`config.mk`:
```
export PLATFORM = sky130hd
export DESIGN_NAME = checksummed_frame_parser_flat
export DESIGN_NICKNAME = d
export VERILOG_FILES = /design/src/cfp_pkg.sv /design/src/cfp_stream_if.sv /design/src/cfp_content.sv /design/src/cfp_fields.sv /design/src/cfp_verdict.sv /design/src/checksummed_frame_parser.sv /design/src/flat_wrapper.sv
export SDC_FILE = /design/constraint.sdc
export NUM_CORES = 1
export LEC_CHECK = 0
export ABC_CLOCK_PERIOD_IN_PS = 11700
export BUFFER_PORTS_ARGS = -buffer_cell sky130_fd_sc_hd__buf_2
export CORE_UTILIZATION = 41
export CTS_BUF_LIST = sky130_fd_sc_hd__clkbuf_4 sky130_fd_sc_hd__clkbuf_8 sky130_fd_sc_hd__clkbuf_16
export CTS_CLUSTER_SIZE = 8
export DETAILED_ROUTE_END_ITERATION = 6
export SLEW_MARGIN = 20
export SYNTH_ARGS = -nofsm -noshare
export SYNTH_HDL_FRONTEND = slang
export SYNTH_SLANG_ARGS = --single-unit
```
`constraint.sdc`:
```
create_clock -name i_clk -period 11.7 [get_ports i_clk]
set_input_delay 2.34 -clock i_clk [delete_from_list [all_inputs] [get_ports i_clk]]
set_output_delay 2.34 -clock i_clk [all_outputs]
set_load 0.02 [all_outputs]
```
`src/cfp_pkg.sv`:
```
`timescale 1ns / 1ps
`default_nettype none
// ----------------------------------------------------------------------------
// cfp_pkg
// Shared types, character codes and character-class helpers for the
// checksummed frame parser.
// ----------------------------------------------------------------------------
package cfp_pkg;

    localparam logic [7:0] CHR_DOLLAR = 8'h24;
    localparam logic [7:0] CHR_STAR   = 8'h2A;
    localparam logic [7:0] CHR_COMMA  = 8'h2C;
    localparam logic [7:0] CHR_EQUAL  = 8'h3D;
    localparam logic [7:0] CHR_CR     = 8'h0D;
    localparam logic [7:0] CHR_LF     = 8'h0A;
    localparam logic [7:0] CHR_USCORE = 8'h5F;

    localparam logic [7:0] MIN_FRAME_LEN = 8'd5;
    localparam logic [3:0] TYPE_MIN      = 4'd2;
    localparam logic [3:0] TYPE_MAX      = 4'd8;
    localparam logic [3:0] TYPE_SAT      = 4'd9;
    localparam logic [3:0] KEY_MIN       = 4'd1;
    localparam logic [3:0] KEY_MAX       = 4'd12;
    localparam logic [3:0] KEY_SAT       = 4'd13;
    localparam logic [4:0] FIELDS_MAX    = 5'd16;
    localparam logic [4:0] FIELDS_SAT    = 5'd31;

    typedef enum logic [1:0] {
        PH_TYPE  = 2'd0,
        PH_KEY   = 2'd1,
        PH_VALUE = 2'd2
    } t_phase;

    typedef enum logic [1:0] {
        ST_OK     = 2'd0,
        ST_FORMAT = 2'd1,
        ST_CKSUM  = 2'd2
    } t_status;

    typedef logic [2:0][7:0] t_tail;

    typedef struct packed {
        logic [7:0] byte_value;
        logic       last_byte;
    } t_in_item;

    typedef struct packed {
        t_status     status;
        logic [4:0]  field_count;
        logic [3:0]  type_length;
        logic [63:0] type_text;
        logic [7:0]  computed_checksum;
    } t_result;

    // Bytes that leave the delay window in one step: up to three held bytes
    // (oldest in entry 0), followed by a run of CR bytes.
    typedef struct packed {
        logic [1:0] cnt;
        t_tail      bytes;
        logic [7:0] run;
    } t_parse_req;

    typedef struct packed {
        logic [7:0] len;
        logic       dollar;
        logic [7:0] xsum;
        t_tail      tail;
    } t_content;

    typedef struct packed {
        t_phase      phase;
        logic [63:0] type_buf;
        logic [3:0]  type_chars;
        logic [3:0]  key_chars;
        logic [4:0]  fields;
        logic        fault;
    } t_field_state;

    function automatic logic is_upper(logic [7:0] c);
        return (c >= 8'h41) && (c <= 8'h5A);
    endfunction

    function automatic logic is_lower(logic [7:0] c);
        return (c >= 8'h61) && (c <= 8'h7A);
    endfunction

    function automatic logic is_digit(logic [7:0] c);
        return (c >= 8'h30) && (c <= 8'h39);
    endfunction

    // {valid, value}
    function automatic logic [4:0] hex_decode(logic [7:0] c);
        logic [7:0] v;
        v = 8'd0;
        if (is_digit(c)) begin
            v = c - 8'h30;
            return {1'b1, v[3:0]};
        end else if ((c >= 8'h41) && (c <= 8'h46)) begin
            v = c - 8'h37;
            return {1'b1, v[3:0]};
        end else if ((c >= 8'h61) && (c <= 8'h66)) begin
            v = c - 8'h57;
            return {1'b1, v[3:0]};
        end
        return 5'd0;
    endfunction

endpackage
`default_nettype wire

```
`src/cfp_stream_if.sv`:
```
`timescale 1ns / 1ps
`default_nettype none
// ----------------------------------------------------------------------------
// cfp_stream_if
// Valid/ready stream channel carrying one payload item per request.
// ----------------------------------------------------------------------------
interface cfp_stream_if #(
    parameter type T = logic
) ();
    logic valid;
    logic ready;
    T     payload;

    modport source (output valid, output payload, input ready);
    modport sink   (input valid, input payload, output ready);
endinterface
`default_nettype wire

```
`src/cfp_content.sv`:
```
`timescale 1ns / 1ps
`default_nettype none
// ----------------------------------------------------------------------------
// cfp_content
// Content tracker: drops trailing CR/LF and everything after a zero byte,
// keeps the running XOR, the content length and a three-byte tail window,
// and issues the bytes that leave the window to the field parser.
// ----------------------------------------------------------------------------
module cfp_content import cfp_pkg::*; (
    input  wire logic       i_clk,
    input  wire logic       i_rst_n,
    input  wire logic       i_step,
    input  wire logic [7:0] i_byte,
    input  wire logic       i_last,
    output t_parse_req      o_req,
    output t_content        o_next
);

    logic       r_after_zero, n_after_zero;
    logic [7:0] r_crlf_cnt,   n_crlf_cnt;
    logic [7:0] r_crlf_xor,   n_crlf_xor;
    t_tail      r_tail,       n_tail;
    logic [7:0] r_len,        n_len;
    logic       r_dollar,     n_dollar;
    logic [7:0] r_xor,        n_xor;

    logic       w_zero, w_crlf, w_push, w_first, w_app_c;
    logic [1:0] w_old_cnt, w_old_parsed, w_keep;
    logic [7:0] w_run_in;
    logic [8:0] w_total, w_parsed, w_run_parsed;
    logic [9:0] w_len_sum;
    logic [8:0] w_idx [3];
    t_tail      w_tail;

    assign w_zero  = !r_after_zero && (i_byte == 8'h00);
    assign w_crlf  = !r_after_zero && ((i_byte == CHR_CR) || (i_byte == CHR_LF));
    assign w_push  = !r_after_zero && !w_zero && !w_crlf;
    assign w_first = (r_len == 8'd0);

    // Held bytes after the first content byte, left aligned in the window.
    assign w_old_cnt = w_first ? 2'd0 :
                       (r_len >= 8'd4) ? 2'd3 : (r_len[1:0] - 2'd1);

    // A pending CR run that opens the line spends its first byte on slot zero.
    assign w_run_in = (w_first && (r_crlf_cnt != 8'd0)) ? (r_crlf_cnt - 8'd1) : r_crlf_cnt;
    assign w_app_c  = !(w_first && (r_crlf_cnt == 8'd0));

    assign w_total      = {7'd0, w_old_cnt} + {1'b0, w_run_in} + {8'd0, w_app_c};
    assign w_parsed     = (w_total > 9'd3) ? (w_total - 9'd3) : 9'd0;
    assign w_old_parsed = (w_parsed >= {7'd0, w_old_cnt}) ? w_old_cnt : w_parsed[1:0];
    assign w_run_parsed = w_parsed - {7'd0, w_old_parsed};
    assign w_keep       = (w_total >= 9'd3) ? 2'd3 : w_total[1:0];
    assign w_len_sum    = {2'd0, r_len} + {2'd0, r_crlf_cnt} + 10'd1;

    // New window: the last bytes of (held bytes, CR run, current byte).
    always_comb begin
        for (int i = 0; i < 3; i++) begin
            w_idx[i]  = w_total - {7'd0, w_keep} + 9'(i);
            w_tail[i] = 8'd0;
            if (2'(i) < w_keep) begin
                if (w_idx[i] < {7'd0, w_old_cnt}) begin
                    w_tail[i] = r_tail[w_idx[i][1:0]];
                end else if (w_idx[i] < ({7'd0, w_old_cnt} + {1'b0, w_run_in})) begin
                    w_tail[i] = CHR_CR;
                end else begin
                    w_tail[i] = i_byte;
                end
            end
        end
    end

    always_comb begin
        n_after_zero = r_after_zero;
        n_crlf_cnt   = r_crlf_cnt;
        n_crlf_xor   = r_crlf_xor;
        n_tail       = r_tail;
        n_len        = r_len;
        n_dollar     = r_dollar;
        n_xor        = r_xor;
        if (i_step) begin
            if (w_zero) begin
                n_after_zero = 1'b1;
            end
            if (w_crlf) begin
                if (r_crlf_cnt != 8'hFF) begin
                    n_crlf_cnt = r_crlf_cnt + 8'd1;
                end
                n_crlf_xor = r_crlf_xor ^ i_byte;
            end
            if (w_push) begin
                n_crlf_cnt = 8'd0;
                n_crlf_xor = 8'd0;
                n_tail     = w_tail;
                n_len      = (w_len_sum > 10'd255) ? 8'hFF : w_len_sum[7:0];
                n_xor      = r_xor ^ r_crlf_xor ^ i_byte;
                if (w_first) begin
                    n_dollar = (r_crlf_cnt == 8'd0) && (i_byte == CHR_DOLLAR);
                end
            end
        end
    end

    always_comb begin
        o_req.bytes = r_tail;
        o_req.cnt   = (i_step && w_push) ? w_old_parsed : 2'd0;
        o_req.run   = (i_step && w_push) ? w_run_parsed[7:0] : 8'd0;
    end

    assign o_next = '{len: n_len, dollar: n_dollar, xsum: n_xor, tail: n_tail};

    // Clear everything once the line's result has been formed.
    always_ff @(posedge i_clk) begin
        if (!i_rst_n || (i_step && i_last)) begin
            r_after_zero <= 1'b0;
            r_crlf_cnt   <= 8'd0;
            r_crlf_xor   <= 8'd0;
            r_tail       <= '0;
            r_len        <= 8'd0;
            r_dollar     <= 1'b0;
            r_xor        <= 8'd0;
        end else begin
            r_after_zero <= n_after_zero;
            r_crlf_cnt   <= n_crlf_cnt;
            r_crlf_xor   <= n_crlf_xor;
            r_tail       <= n_tail;
            r_len        <= n_len;
            r_dollar     <= n_dollar;
            r_xor        <= n_xor;
        end
    end

    a_line_clears: assert property (@(posedge i_clk) disable iff (!i_rst_n)
        (i_step && i_last) |=> (r_len == 8'd0 && r_crlf_cnt == 8'd0 && !r_after_zero))
        else $error("content state not cleared after last byte");

    a_crlf_empty: assert property (@(posedge i_clk) disable iff (!i_rst_n)
        (r_crlf_cnt == 8'd0) |-> (r_crlf_xor == 8'd0))
        else $error("pending CR/LF xor without pending bytes");

endmodule
`default_nettype wire

```
`src/cfp_fields.sv`:
```
`timescale 1ns / 1ps
`default_nettype none
// ----------------------------------------------------------------------------
// cfp_fields
// Type and key=value parser: consumes up to three window bytes and a run
// of CR bytes per step, and tracks type text, counts and format faults.
// ----------------------------------------------------------------------------
module cfp_fields import cfp_pkg::*; (
    input  wire logic       i_clk,
    input  wire logic       i_rst_n,
    input  wire logic       i_step,
    input  wire logic       i_last,
    input  wire t_parse_req i_req,
    output t_field_state    o_next
);

    t_field_state r_state, n_state;
    t_field_state w_s1, w_s2, w_s3;

    function automatic t_field_state open_segment(t_field_state s);
        t_field_state r;
        r = s;
        if (s.fields >= FIELDS_MAX) begin
            r.fault = 1'b1;
        end
        r.key_chars = 4'd0;
        r.phase     = PH_KEY;
        return r;
    endfunction

    function automatic t_field_state parse_char(t_field_state s, logic [7:0] c);
        t_field_state r;
        r = s;
        case (s.phase)
            PH_TYPE: begin
                if (c == CHR_COMMA) begin
                    if ((s.type_chars < TYPE_MIN) || (s.type_chars > TYPE_MAX)) begin
                        r.fault = 1'b1;
                    end
                    r = open_segment(r);
                end else begin
                    if (!is_upper(c)) begin
                        r.fault = 1'b1;
                    end
                    if (s.type_chars < TYPE_MAX) begin
                        r.type_buf[{s.type_chars[2:0], 3'b000} +: 8] =
                            s.type_buf[{s.type_chars[2:0], 3'b000} +: 8] | c;
                    end
                    if (s.type_chars < TYPE_SAT) begin
                        r.type_chars = s.type_chars + 4'd1;
                    end
                end
            end
            PH_KEY: begin
                if (c == CHR_COMMA) begin
                    r.fault = 1'b1;
                    r = open_segment(r);
                end else if (c == CHR_EQUAL) begin
                    if ((s.key_chars < KEY_MIN) || (s.key_chars > KEY_MAX)) begin
                        r.fault = 1'b1;
                    end
                    if (s.fields < FIELDS_SAT) begin
                        r.fields = s.fields + 5'd1;
                    end
                    r.phase = PH_VALUE;
                end else begin
                    if (s.key_chars == 4'd0) begin
                        if (!is_lower(c)) begin
                            r.fault = 1'b1;
                        end
                    end else if (!(is_lower(c) || is_digit(c) || (c == CHR_USCORE))) begin
                        r.fault = 1'b1;
                    end
                    if (s.key_chars < KEY_SAT) begin
                        r.key_chars = s.key_chars + 4'd1;
                    end
                end
            end
            default: begin
                if (c == CHR_COMMA) begin
                    r = open_segment(r);
                end
            end
        endcase
        return r;
    endfunction

    // A run of CR bytes: a fault in type or key, padding of the type text.
    function automatic t_field_state apply_run(t_field_state s, logic [7:0] k);
        t_field_state r;
        logic [8:0]   tsum;
        logic [8:0]   ksum;
        r    = s;
        tsum = {5'd0, s.type_chars} + {1'b0, k};
        ksum = {5'd0, s.key_chars} + {1'b0, k};
        if (k != 8'd0) begin
            case (s.phase)
                PH_TYPE: begin
                    r.fault = 1'b1;
                    for (int p = 0; p < 8; p++) begin
                        if ((9'(p) >= {5'd0, s.type_chars}) && (9'(p) < tsum)) begin
                            r.type_buf[8*p +: 8] = s.type_buf[8*p +: 8] | CHR_CR;
                        end
                    end
                    r.type_chars = (tsum > {5'd0, TYPE_SAT}) ? TYPE_SAT : tsum[3:0];
                end
                PH_KEY: begin
                    r.fault     = 1'b1;
                    r.key_chars = (ksum > {5'd0, KEY_SAT}) ? KEY_SAT : ksum[3:0];
                end
                default: begin
                    r = s;
                end
            endcase
        end
        return r;
    endfunction

    always_comb begin
        w_s1    = (i_req.cnt >= 2'd1) ? parse_char(r_state, i_req.bytes[0]) : r_state;
        w_s2    = (i_req.cnt >= 2'd2) ? parse_char(w_s1, i_req.bytes[1]) : w_s1;
        w_s3    = (i_req.cnt == 2'd3) ? parse_char(w_s2, i_req.bytes[2]) : w_s2;
        n_state = apply_run(w_s3, i_req.run);
    end

    assign o_next = n_state;

    always_ff @(posedge i_clk) begin
        if (!i_rst_n || (i_step && i_last)) begin
            r_state <= '0;
        end else if (i_step) begin
            r_state <= n_state;
        end
    end

    a_value_has_field: assert property (@(posedge i_clk) disable iff (!i_rst_n)
        (r_state.phase == PH_VALUE) |-> (r_state.fields != 5'd0))
        else $error("value phase without a counted field");

endmodule
`default_nettype wire

```
`src/cfp_verdict.sv`:
```
`timescale 1ns / 1ps
`default_nettype none
// ----------------------------------------------------------------------------
// cfp_verdict
// End-of-line check: frame shape, checksum compare and format status,
// in that priority, giving the result item for the line.
// ----------------------------------------------------------------------------
module cfp_verdict import cfp_pkg::*; (
    input  wire t_content     i_content,
    input  wire t_field_state i_fields,
    output t_result           o_result
);

    logic       w_shape, w_bad;
    logic [4:0] w_hi, w_lo;
    logic [7:0] w_sum;

    assign w_hi    = hex_decode(i_content.tail[1]);
    assign w_lo    = hex_decode(i_content.tail[2]);
    assign w_shape = (i_content.len >= MIN_FRAME_LEN) && i_content.dollar &&
                     (i_content.tail[0] == CHR_STAR);
    assign w_sum   = i_content.xsum ^ CHR_DOLLAR ^ i_content.tail[0] ^
                     i_content.tail[1] ^ i_content.tail[2];
    assign w_bad   = i_fields.fault ||
                     ((i_fields.phase == PH_TYPE) &&
                      ((i_fields.type_chars < TYPE_MIN) || (i_fields.type_chars > TYPE_MAX))) ||
                     (i_fields.phase == PH_KEY);

    always_comb begin
        o_result = '{status: ST_FORMAT, field_count: 5'd0, type_length: 4'd0,
                     type_text: 64'd0, computed_checksum: 8'd0};
        if (w_shape && w_hi[4] && w_lo[4]) begin
            o_result.computed_checksum = w_sum;
            if (w_sum != {w_hi[3:0], w_lo[3:0]}) begin
                o_result.status = ST_CKSUM;
            end else if (!w_bad) begin
                o_result.status      = ST_OK;
                o_result.field_count = i_fields.fields;
                o_result.type_length = i_fields.type_chars;
                o_result.type_text   = i_fields.type_buf;
            end
        end
    end

endmodule
`default_nettype wire

```
`src/checksummed_frame_parser.sv`:
```
`timescale 1ns / 1ps
`default_nettype none
// ----------------------------------------------------------------------------
// checksummed_frame_parser
// Streaming parser for $TYPE,key=value,...*HH lines with an XOR checksum.
// ----------------------------------------------------------------------------
// Takes one line byte per request, one request per clock, with no gaps
// needed between bytes or between lines. Each byte is held in an input
// register and fully processed as it leaves that register (CR/LF filtering,
// three-byte tail window, type/key parsing). The byte marked last also forms
// the line's result. That result is registered as the byte leaves the input
// register and is then shown on o_result from the output register. A single
// result register sits on the output: the parser keeps taking bytes while a
// result waits, and stalls only when a further last byte arrives before the
// waiting result has been taken.
module checksummed_frame_parser import cfp_pkg::*; (
    input wire logic    i_clk,
    input wire logic    i_rst_n,
    cfp_stream_if.sink   i_frame,
    cfp_stream_if.source o_result
);

    logic         r_in_valid;
    t_in_item     r_in;
    logic         r_out_valid;
    t_result      r_out;

    logic         w_advance;
    t_parse_req   w_req;
    t_content     w_content;
    t_field_state w_fields;
    t_result      w_result;

    // Hold a last byte while the previous result is still waiting.
    assign w_advance     = r_in_valid && (!r_in.last_byte || !r_out_valid || o_result.ready);
    assign i_frame.ready = !r_in_valid || w_advance;

    always_ff @(posedge i_clk) begin
        if (!i_rst_n) begin
            r_in_valid <= 1'b0;
        end else if (i_frame.ready) begin
            r_in_valid <= i_frame.valid;
        end
    end

    always_ff @(posedge i_clk) begin
        if (i_frame.valid && i_frame.ready) begin
            r_in <= i_frame.payload;
        end
    end

    cfp_content u_content (
        .i_clk   (i_clk),
        .i_rst_n (i_rst_n),
        .i_step  (w_advance),
        .i_byte  (r_in.byte_value),
        .i_last  (r_in.last_byte),
        .o_req   (w_req),
        .o_next  (w_content)
    );

    cfp_fields u_fields (
        .i_clk   (i_clk),
        .i_rst_n (i_rst_n),
        .i_step  (w_advance),
        .i_last  (r_in.last_byte),
        .i_req   (w_req),
        .o_next  (w_fields)
    );

    cfp_verdict u_verdict (
        .i_content (w_content),
        .i_fields  (w_fields),
        .o_result  (w_result)
    );

    always_ff @(posedge i_clk) begin
        if (!i_rst_n) begin
            r_out_valid <= 1'b0;
        end else if (w_advance && r_in.last_byte) begin
            r_out_valid <= 1'b1;
        end else if (o_result.ready) begin
            r_out_valid <= 1'b0;
        end
    end

    always_ff @(posedge i_clk) begin
        if (w_advance && r_in.last_byte) begin
            r_out <= w_result;
        end
    end

    assign o_result.valid   = r_out_valid;
    assign o_result.payload = r_out;

    a_no_overwrite: assert property (@(posedge i_clk) disable iff (!i_rst_n)
        (w_advance && r_in.last_byte) |-> (!r_out_valid || o_result.ready))
        else $error("result register overwritten before it was taken");

    a_ok_bounds: assert property (@(posedge i_clk) disable iff (!i_rst_n)
        (w_advance && r_in.last_byte && w_result.status == ST_OK) |->
        (w_result.type_length >= TYPE_MIN && w_result.type_length <= TYPE_MAX &&
         w_result.field_count <= FIELDS_MAX))
        else $error("accepted line with out-of-range type or field count");

    a_fail_zeroed: assert property (@(posedge i_clk) disable iff (!i_rst_n)
        (w_advance && r_in.last_byte && w_result.status != ST_OK) |->
        (w_result.field_count == 5'd0 && w_result.type_length == 4'd0 &&
         w_result.type_text == 64'd0))
        else $error("failed line reports type or fields");

endmodule
`default_nettype wire

```
`src/flat_wrapper.sv`:
```
// flat-port wrapper written by rule: the top's interface ports become plain ports
module checksummed_frame_parser_flat import cfp_pkg::*;
  (i_clk, i_rst_n, i_frame_valid, i_frame_payload, i_frame_ready, o_result_valid, o_result_payload, o_result_ready);
  cfp_stream_if #(.T(t_in_item)) i_frame_i ();
  cfp_stream_if #(.T(t_result)) o_result_i ();
  input wire logic i_clk;
  input wire logic i_rst_n;
  input wire logic [$bits(i_frame_i.valid)-1:0] i_frame_valid;
  input wire logic [$bits(i_frame_i.payload)-1:0] i_frame_payload;
  output wire logic [$bits(i_frame_i.ready)-1:0] i_frame_ready;
  output wire logic [$bits(o_result_i.valid)-1:0] o_result_valid;
  output wire logic [$bits(o_result_i.payload)-1:0] o_result_payload;
  input wire logic [$bits(o_result_i.ready)-1:0] o_result_ready;
  assign i_frame_i.valid = i_frame_valid;
  assign i_frame_i.payload = i_frame_payload;
  assign i_frame_ready = i_frame_i.ready;
  assign o_result_valid = o_result_i.valid;
  assign o_result_payload = o_result_i.payload;
  assign o_result_i.ready = o_result_ready;
  checksummed_frame_parser u_core (.i_clk(i_clk), .i_rst_n(i_rst_n), .i_frame(i_frame_i), .o_result(o_result_i));
endmodule
```
==> flow_summary_export.csv, run 1 <==
group,metric,value,unit
worst_setup_path,critical_path_buf_inv_count,8,
synthesis,synthArstFlopShare,0,%
worst_setup_path,worst-setup-path-type,"reg -> reg",
routing,dr.pass1.iters,7,
synthesis,ys_seq_elements,232,
clock_network,clock_tree.htree_level_count,2,
worst_hold_path,hp-class,"reg -> reg",
floorplanning,design.die.area,51710,sq um
flow_run,max_cap_violations,0,
clock_network,cts-root-to-sink-buffers,3,
sta,maxSlewViolCount,0,
pwr,total_leakage_power,9.269,nW
synthesis,post_syn_area_per_cell,7.990,sq um
floorplanning,top_level_ports,98,
synthesis,synth_edf_count,92,
clock_network,clock-sinks,232,
routing,routed_wire_length,91.64,mm
worst_setup_path,crit_path_frequent_cell,"sky130_fd_sc_hd__buf_4",
worst_setup_path,critical_path_peak_fanout,73,
synthesis,seq_area_frac_synth,26.72,%
floorplanning,core_area,50170,sq um
worst_setup_path,crit_path_start_kind,"flip-flop",
floorplanning,floorplan.die.height,227.4,microns
finish,finalInstanceArea,24010,sq um
worst_setup_path,max_stage_delay,0.69,ns
routing,average_vias_per_placed_instance,6.397,
place,detailedPlacementHpwl,68.10,mm
pwr,power.density_cell_area,261.8,nW/um^2
sta,report.final.hold_viol_count,0,
sta,totalNegativeSetupSlack,0,ns
sta,worst_slew_pin_slew,1.181,ns
sta,hold-worst-slack,0.4932,ns
sta,period_needed,11.16,ns
floorplanning,die_width,227.4,microns
global_route,grt_pass1_vias,20900,
clock_network,cts_buffers,35,
finish,signed_area_change_from_the_synthesized_netlist_to_the_final_layout,15.26,%
worst_setup_path,crit_path_end_kind,"flip-flop",
worst_setup_path,cp_data_arrival_time,11.54,ns
place,place_ws,0.009002,ns
sta,setup_viol_count_final,0,
clock_network,clk_transition_reported_paths,0.05,ns
floorplanning,floorplan.initialDensity,41.52,%
sta,relative_slew_margins,21.24,%
clock_network,clock_tree.root_cell,"sky130_fd_sc_hd__clkbuf_16",
synthesis,yosys.cell_types.count,117,
sta,finalClockSkew,0.03148,ns
synthesis,syn-instance-count,2607,
synthesis,yosys_warnings,0,
global_route,overflow,0,
synthesis,syn-num-nets,2711,
global_route,grt.total_usage,34.85,%
sta,achievable-frequency,89.57,MHz
worst_setup_path,worst_path_max_delay_cell,"sky130_fd_sc_hd__or4_2",
global_route,number_of_antenna_violations_at_the_first_check_in_global_routing,0,
place,dpl-instance-area,22580,sq um
sta,timing.final.ws_setup,0.5358,ns
synthesis,yosys_most_used_dff,"sky130_fd_sc_hd__dfxtp_1",
pwr,worst_ir_drop_vdd,0.1670,mV
run_status,run_status,"complete, but fails checks",
routing,dr_total_vias,21850,
place,placement.io_buffers,97,
clock_network,tritoncts,"done",
sta,final_min_period_over_clock_period,95.42,%
routing,drc,2,
run_status,failed_checks,"design-rule violations",
worst_setup_path,data_required_time_of_the_critical_path,12.08,ns
routing,wl_per_cell,26.84,microns
worst_setup_path,register_to_register_path_setup_slack,0.54,ns
global_route,first_pass_grt_wire_length,133.5,mm
floorplanning,placementRows,82,
clock_network,cts_hold_buffers,0,
finish,drive_above_1_share,17.91,%
global_route,largest_net_degree_at_the_start_of_global_routing,74,
place,gp_congestion,1.073,
routing,ant_nets,0,
routing,first_iter_violations,2302,
synthesis,post_synth_instance_area,20830,sq um
worst_setup_path,timing.critical_path.max_delay_family,"simple AND/OR/NAND/NOR gates",
finish,num-nets-final,2821,
clock_network,clock_insertion_delay_at_the_later_pin_of_the_skew_report,0.56,ns
finish,num-fill-cells,4911,
[worst paths after layout]
path                                        from                             end  cells past startpoint
setup / recovery       u_core.u_content.r_len[6]     u_core.o_result.payload[44]                     45
hold / removal    u_core.u_content.r_crlf_xor[7]  u_core.u_content.r_crlf_xor[7]                      1
setup reg to reg       u_core.u_content.r_len[6]     u_core.o_result.payload[44]                     45
hold reg to reg   u_core.u_content.r_crlf_xor[7]  u_core.u_content.r_crlf_xor[7]                      1
[final cells by class]
class,instances,area [sq um],share of cell area [%]
multi-input cells,2133,14660,61.08
flip-flops and latches,232,5567,23.19
repair buffers,230,1504,6.264
clock buffers,58,1079,4.492
well taps,672,840.8,3.502
inverters,85,319.1,1.329
clock inverters,3,30.03,0.1251
diodes,2,5.005,0.02085
[layout by cell type (no fill, tap or decap), types with 13 or more instances in the layout]
cell type	synthesis	final
sky130_fd_sc_hd__nand4_1	32	32
sky130_fd_sc_hd__mux2i_1	97	94
sky130_fd_sc_hd__nand3_1	78	77
sky130_fd_sc_hd__nand2b_1	31	30
sky130_fd_sc_hd__a211oi_1	78	76
sky130_fd_sc_hd__mux4_2	17	17
sky130_fd_sc_hd__xnor2_1	61	60
sky130_fd_sc_hd__or2_2	14	13
sky130_fd_sc_hd__a22oi_1	19	19
sky130_fd_sc_hd__and2_1	48	48
sky130_fd_sc_hd__clkbuf_4	0	20
sky130_fd_sc_hd__a311oi_1	16	16
sky130_fd_sc_hd__nor4_1	33	23
sky130_fd_sc_hd__nor2b_1	33	32
sky130_fd_sc_hd__a211o_1	14	14
sky130_fd_sc_hd__o211ai_1	33	33
sky130_fd_sc_hd__a21o_1	39	39
sky130_fd_sc_hd__nor3_1	70	67
sky130_fd_sc_hd__a211oi_2	21	21
sky130_fd_sc_hd__a31oi_1	35	34
sky130_fd_sc_hd__a21oi_1	163	157
sky130_fd_sc_hd__clkbuf_16	0	36
sky130_fd_sc_hd__dfxtp_1	140	139
sky130_fd_sc_hd__or3_1	21	20
sky130_fd_sc_hd__nor3b_1	14	14
sky130_fd_sc_hd__o21a_1	14	13
sky130_fd_sc_hd__xor2_1	27	27
sky130_fd_sc_hd__o22ai_1	19	18
sky130_fd_sc_hd__edfxtp_1	92	92
sky130_fd_sc_hd__nor2_1	362	358
sky130_fd_sc_hd__mux2_2	34	34
sky130_fd_sc_hd__o31ai_1	15	14
sky130_fd_sc_hd__inv_1	77	77
sky130_fd_sc_hd__o21ai_0	116	114
sky130_fd_sc_hd__and3_1	37	35
sky130_fd_sc_hd__buf_4	2	130
sky130_fd_sc_hd__nand2_1	217	216
sky130_fd_sc_hd__buf_2	27	97
sky130_fd_sc_hd__ha_1	86	84
[per-stage QoR]
stage / instances / util, % / power (mW)
after detailed placement: 3339 / 45.00 / 5.065
after global placement: 3339 / 45.00 / 5.064
after floorplan: 2607 / - / 3.712
after global routing: 3413 / 47.84 / 6.625
after CTS: 3400 / 47.21 / 6.099
final: 3415 / 47.85 / 6.286
[cell usage after synthesis (all sizes together), types with 18 or more instances]
cell	number	area, sq um
nand2b	31	193.9
and3	37	231.5
or2	19	118.9
mux2	34	382.9
a211oi	99	848.3
xor2	27	236.5
o21ai	125	633.1
o22ai	19	118.9
nor4	36	252.7
mux2i	99	998.5
buf	42	221.5
or3	21	131.4
dfxtp	140	2803
a22oi	20	155.1
nor3	77	426.7
ha	86	1076
nand3	78	390.4
a31oi	35	219.0
nand4	33	212.7
o211ai	34	260.3
inv	83	311.5
edfxtp	92	2763
xnor2	65	599.3
nand2	218	820.8
a21oi	165	833.3
clkbuf	115	431.7
a21o	40	307.8
nor2b	33	206.5
a311oi	18	181.4
and2	48	300.3
nor2	365	1378
[worst register-to-register path: cells and delay by family, from the launching register on]
kind	cells	cell delay, ns
DFF	1	0.34
muxes	1	0.19
and+or+nand+nor	12	3.55
xor gates and xnor gates	3	0.86
AOI/OAI and AO/OA	15	2.92
adders and majority gates	6	1.93
buffers and inverters	8	1.21
[flip-flops by register name (all words and copies together) (netlist names), 8 cells and up]
name,count
u_core.r_in,9
u_core.u_content.r_crlf_xor,8
u_core.u_content.r_xor,8
u_core.u_content.r_crlf_cnt,8
u_core.o_result.payload,83
u_core.u_content.r_len,8
u_core.u_fields.r_state,80
u_core.u_content.o_req,24
[layer usage]
layer	routed length [microns]	vias to the layer above	GRT usage, %	part of all wire [%]
met3	5983	318	5.692	6.5
met4	6419	0	23.01	7.0
met5	0	-	0	0
li1	-	9961	-	-
met1	35630	10540	40.59	39
met2	43610	1029	59.01	48
[timing repair]
action | 4_1_cts | 5_1_grt
endpoints found under the hold margin | 0 | 0
resized for setup | 1 | 40
pin swaps | 0 | 9
endpoints found under the setup margin | 8 | 78
setup buffers | 0 | 12
[where the power goes]
part	total [mW]	internal, mW	switching, mW
clock network	1.01	0.628	0.385
registers	1.02	0.908	0.109
logic	4.25	1.41	2.84
total	6.29	2.95	3.33
[cells by family (layout without fill, tap and decap cells)]
kind of cell,after synthesis,count (layout),share of synthesized area (%)
simple gates,1059,1059,24.97
compound gates,737,737,25.08
other cells,0,2,0
fa+ha+maj,91,91,5.646
buf+inv,242,376,4.667
xor+xnor,96,96,4.445
mux,150,150,8.470
flops,232,232,26.72
Note: power is estimated with default switching activity, not from simulation.
==> inputs of run 2 (changes only) <==
Settings changed: CORE_UTILIZATION 41 to 40.
==> flow_summary_export.csv, run 2 (synthesis gave the netlist of run 1 again) <==
group,metric,value,unit
clock_network,cts-root-to-sink-buffers,3,
pwr,total_leakage_power,9.185,nW
finish,layoutNonFillerInstCount,3409,
floorplanning,placementRows,83,
routing,ant_nets,0,
floorplanning,top_level_ports,98,
worst_setup_path,worst_path_max_delay_cell,"sky130_fd_sc_hd__or4_2",
pwr,total_power,6.170,mW
global_route,grt_pass1_vias,21130,
floorplanning,floorplan.initialDensity,40.52,%
finish,layout_common_cells,"357 x sky130_fd_sc_hd__nor2_1, 215 x sky130_fd_sc_hd__nand2_1, 158 x sky130_fd_sc_hd__a21oi_1, 138 x sky130_fd_sc_hd__dfxtp_1",
floorplanning,die_width,230.2,microns
clock_network,clock-sinks,232,
sta,maxSlewViolCount,0,
clock_network,clock_tree.htree_level_count,2,
place,gp_congestion,1.064,
sta,timing.final.ws_setup,0.5249,ns
worst_hold_path,holdPathStages,1,
sta,totalNegativeSetupSlack,0,ns
finish,num-nets-final,2806,
sta,setup_viol_count_final,0,
clock_network,cts_buffers,35,
worst_hold_path,hp-class,"reg -> reg",
global_route,number_of_antenna_violations_at_the_first_check_in_global_routing,2,
routing,first_iter_violations,2245,
sta,relative_slew_margins,18.83,%
sta,achievable-frequency,89.48,MHz
worst_setup_path,worst-setup-path-type,"reg -> reg",
place,placed_cell_count,3338,
sta,worst_slew_pin_slew,1.218,ns
routing,drc,0,
sta,grt_setup_unrepaired,"no",
routing,maxUsedRoutingLayer,"met5",
place,place_ws,0.1955,ns
worst_setup_path,critical_path_peak_fanout,35,
flow_run,max_cap_violations,0,
floorplanning,floorplan.die.height,230.2,microns
worst_setup_path,cp_data_arrival_time,11.55,ns
finish,max_ffs_per_register,83,
sta,final_min_period_over_clock_period,95.51,%
finish,drive_above_1_share,17.38,%
pwr,power.density_cell_area,258.6,nW/um^2
routing,wl_per_cell,25.73,microns
pwr,worst_ir_drop_vdd,0.1458,mV
routing,routed_wire_length,87.70,mm
place,detailedPlacementHpwl,65.94,mm
floorplanning,core_area,51410,sq um
global_route,overflow,0,
clock_network,clock_tree.root_cell,"sky130_fd_sc_hd__clkbuf_16",
routing,dr_total_vias,21950,
routing,dr_wl_met3,6.647,mm
routing,wl_met1,34.21,mm
routing,average_vias_per_placed_instance,6.439,
worst_setup_path,crit_path_start_kind,"flip-flop",
worst_setup_path,data_required_time_of_the_critical_path,12.07,ns
global_route,largest_net_degree_at_the_start_of_global_routing,73,
clock_network,clk_transition_reported_paths,0.05,ns
finish,mostFrequentLayoutCell,"sky130_fd_sc_hd__nor2_1",
worst_setup_path,max_stage_delay,0.74,ns
sta,report.final.hold_viol_count,0,
finish,final_core_util,46.42,%
worst_setup_path,crit_path_end_kind,"flip-flop",
routing,detailroute.wirelength.met2,40.70,mm
finish,num-fill-cells,5062,
finish,signed_area_change_from_the_synthesized_netlist_to_the_final_layout,14.55,%
global_route,grt.total_usage,32.48,%
run_status,run_status,"completed",
sta,finalClockSkew,0.03261,ns
worst_setup_path,worstRegToRegCells,48,
routing,dr.pass1.iters,6,
place,placement.io_buffers,97,
global_route,first_pass_grt_wire_length,130.8,mm
clock_network,tritoncts,"done",
worst_setup_path,crit_path_frequent_cell,"sky130_fd_sc_hd__inv_1",
floorplanning,design.die.area,52990,sq um
clock_network,clock_insertion_delay_at_the_later_pin_of_the_skew_report,0.56,ns
sta,period_needed,11.18,ns
-- run 2: changes by cell type in the layout (fill, tap and decap cells not counted), sizes merged --
cell / delta
clkinv: +1
buf: -15
-- run 2: cell type report --
type	count	area (sq um)	share of cell area, %
clock buffer	58	1055	4.420
sequential	232	5568	23.33
timing repair buffer	215	1411	5.915
multi-input combinational	2133	14600	61.17
clock inverter	4	56.30	0.2360
inverter	85	319.1	1.337
tap	680	850.8	3.566
antenna	2	5.005	0.02097
-- run 2: worst max-delay path, delay by kind of cell, from the launching register on --
kind | cells | cell delay (ns)
buffers and inverters | 8 | 1.02
flip-flops | 1 | 0.34
AND/OR/NAND/NOR | 16 | 4.40
multiplexers | 1 | 0.25
adder cells (fa/ha/maj) | 7 | 2.09
AO/OA/AOI/OAI | 15 | 2.67
XOR/XNOR | 1 | 0.16
-- run 2: path summary, 6_finish.rpt --
check	from	end	slack (ns)
worst min register to register	u_core.u_content.r_crlf_xor[6]	u_core.u_content.r_crlf_xor[6]	0.50
worst max register to register	u_core.u_content.r_len[6]	u_core.o_result.payload[60]	0.52
worst min-delay path	u_core.u_content.r_crlf_xor[6]	u_core.u_content.r_crlf_xor[6]	0.50
worst max-delay path	u_core.u_content.r_len[6]	u_core.o_result.payload[60]	0.52
-- run 2: where the power goes --
| part | internal (mW) | switching [mW] | leakage (nW) |
|---|---|---|---|
| registers | 0.908 | 0.119 | 2.02 |
| clock network | 0.620 | 0.398 | 0.565 |
| logic | 1.39 | 2.74 | 6.60 |
-- run 2: stage by stage --
| step | hold WS, ns | area, sq um |
|---|---|---|
| after floorplan | 0.4588 | 20910 |
| after CTS | 0.5017 | 23640 |
| final | 0.4998 | 23860 |
| after global placement | 0.4824 | 22530 |
| after detailed placement | 0.4906 | 22530 |
| after global routing | 0.5182 | 23860 |
-- run 2: routing by layer --
layer	GRT usage, %	vias up
li1	-	9963
met4	20.78	2
met1	38.95	10560
met3	5.258	307
met2	53.89	1117
met5	0	-
-- run 2: what timing repair did --
action | CTS | global route
hold buffers | 0 | 0
gates resized for setup | 0 | 38
setup buffers | 0 | 7
endpoints found under the setup margin | 0 | 75
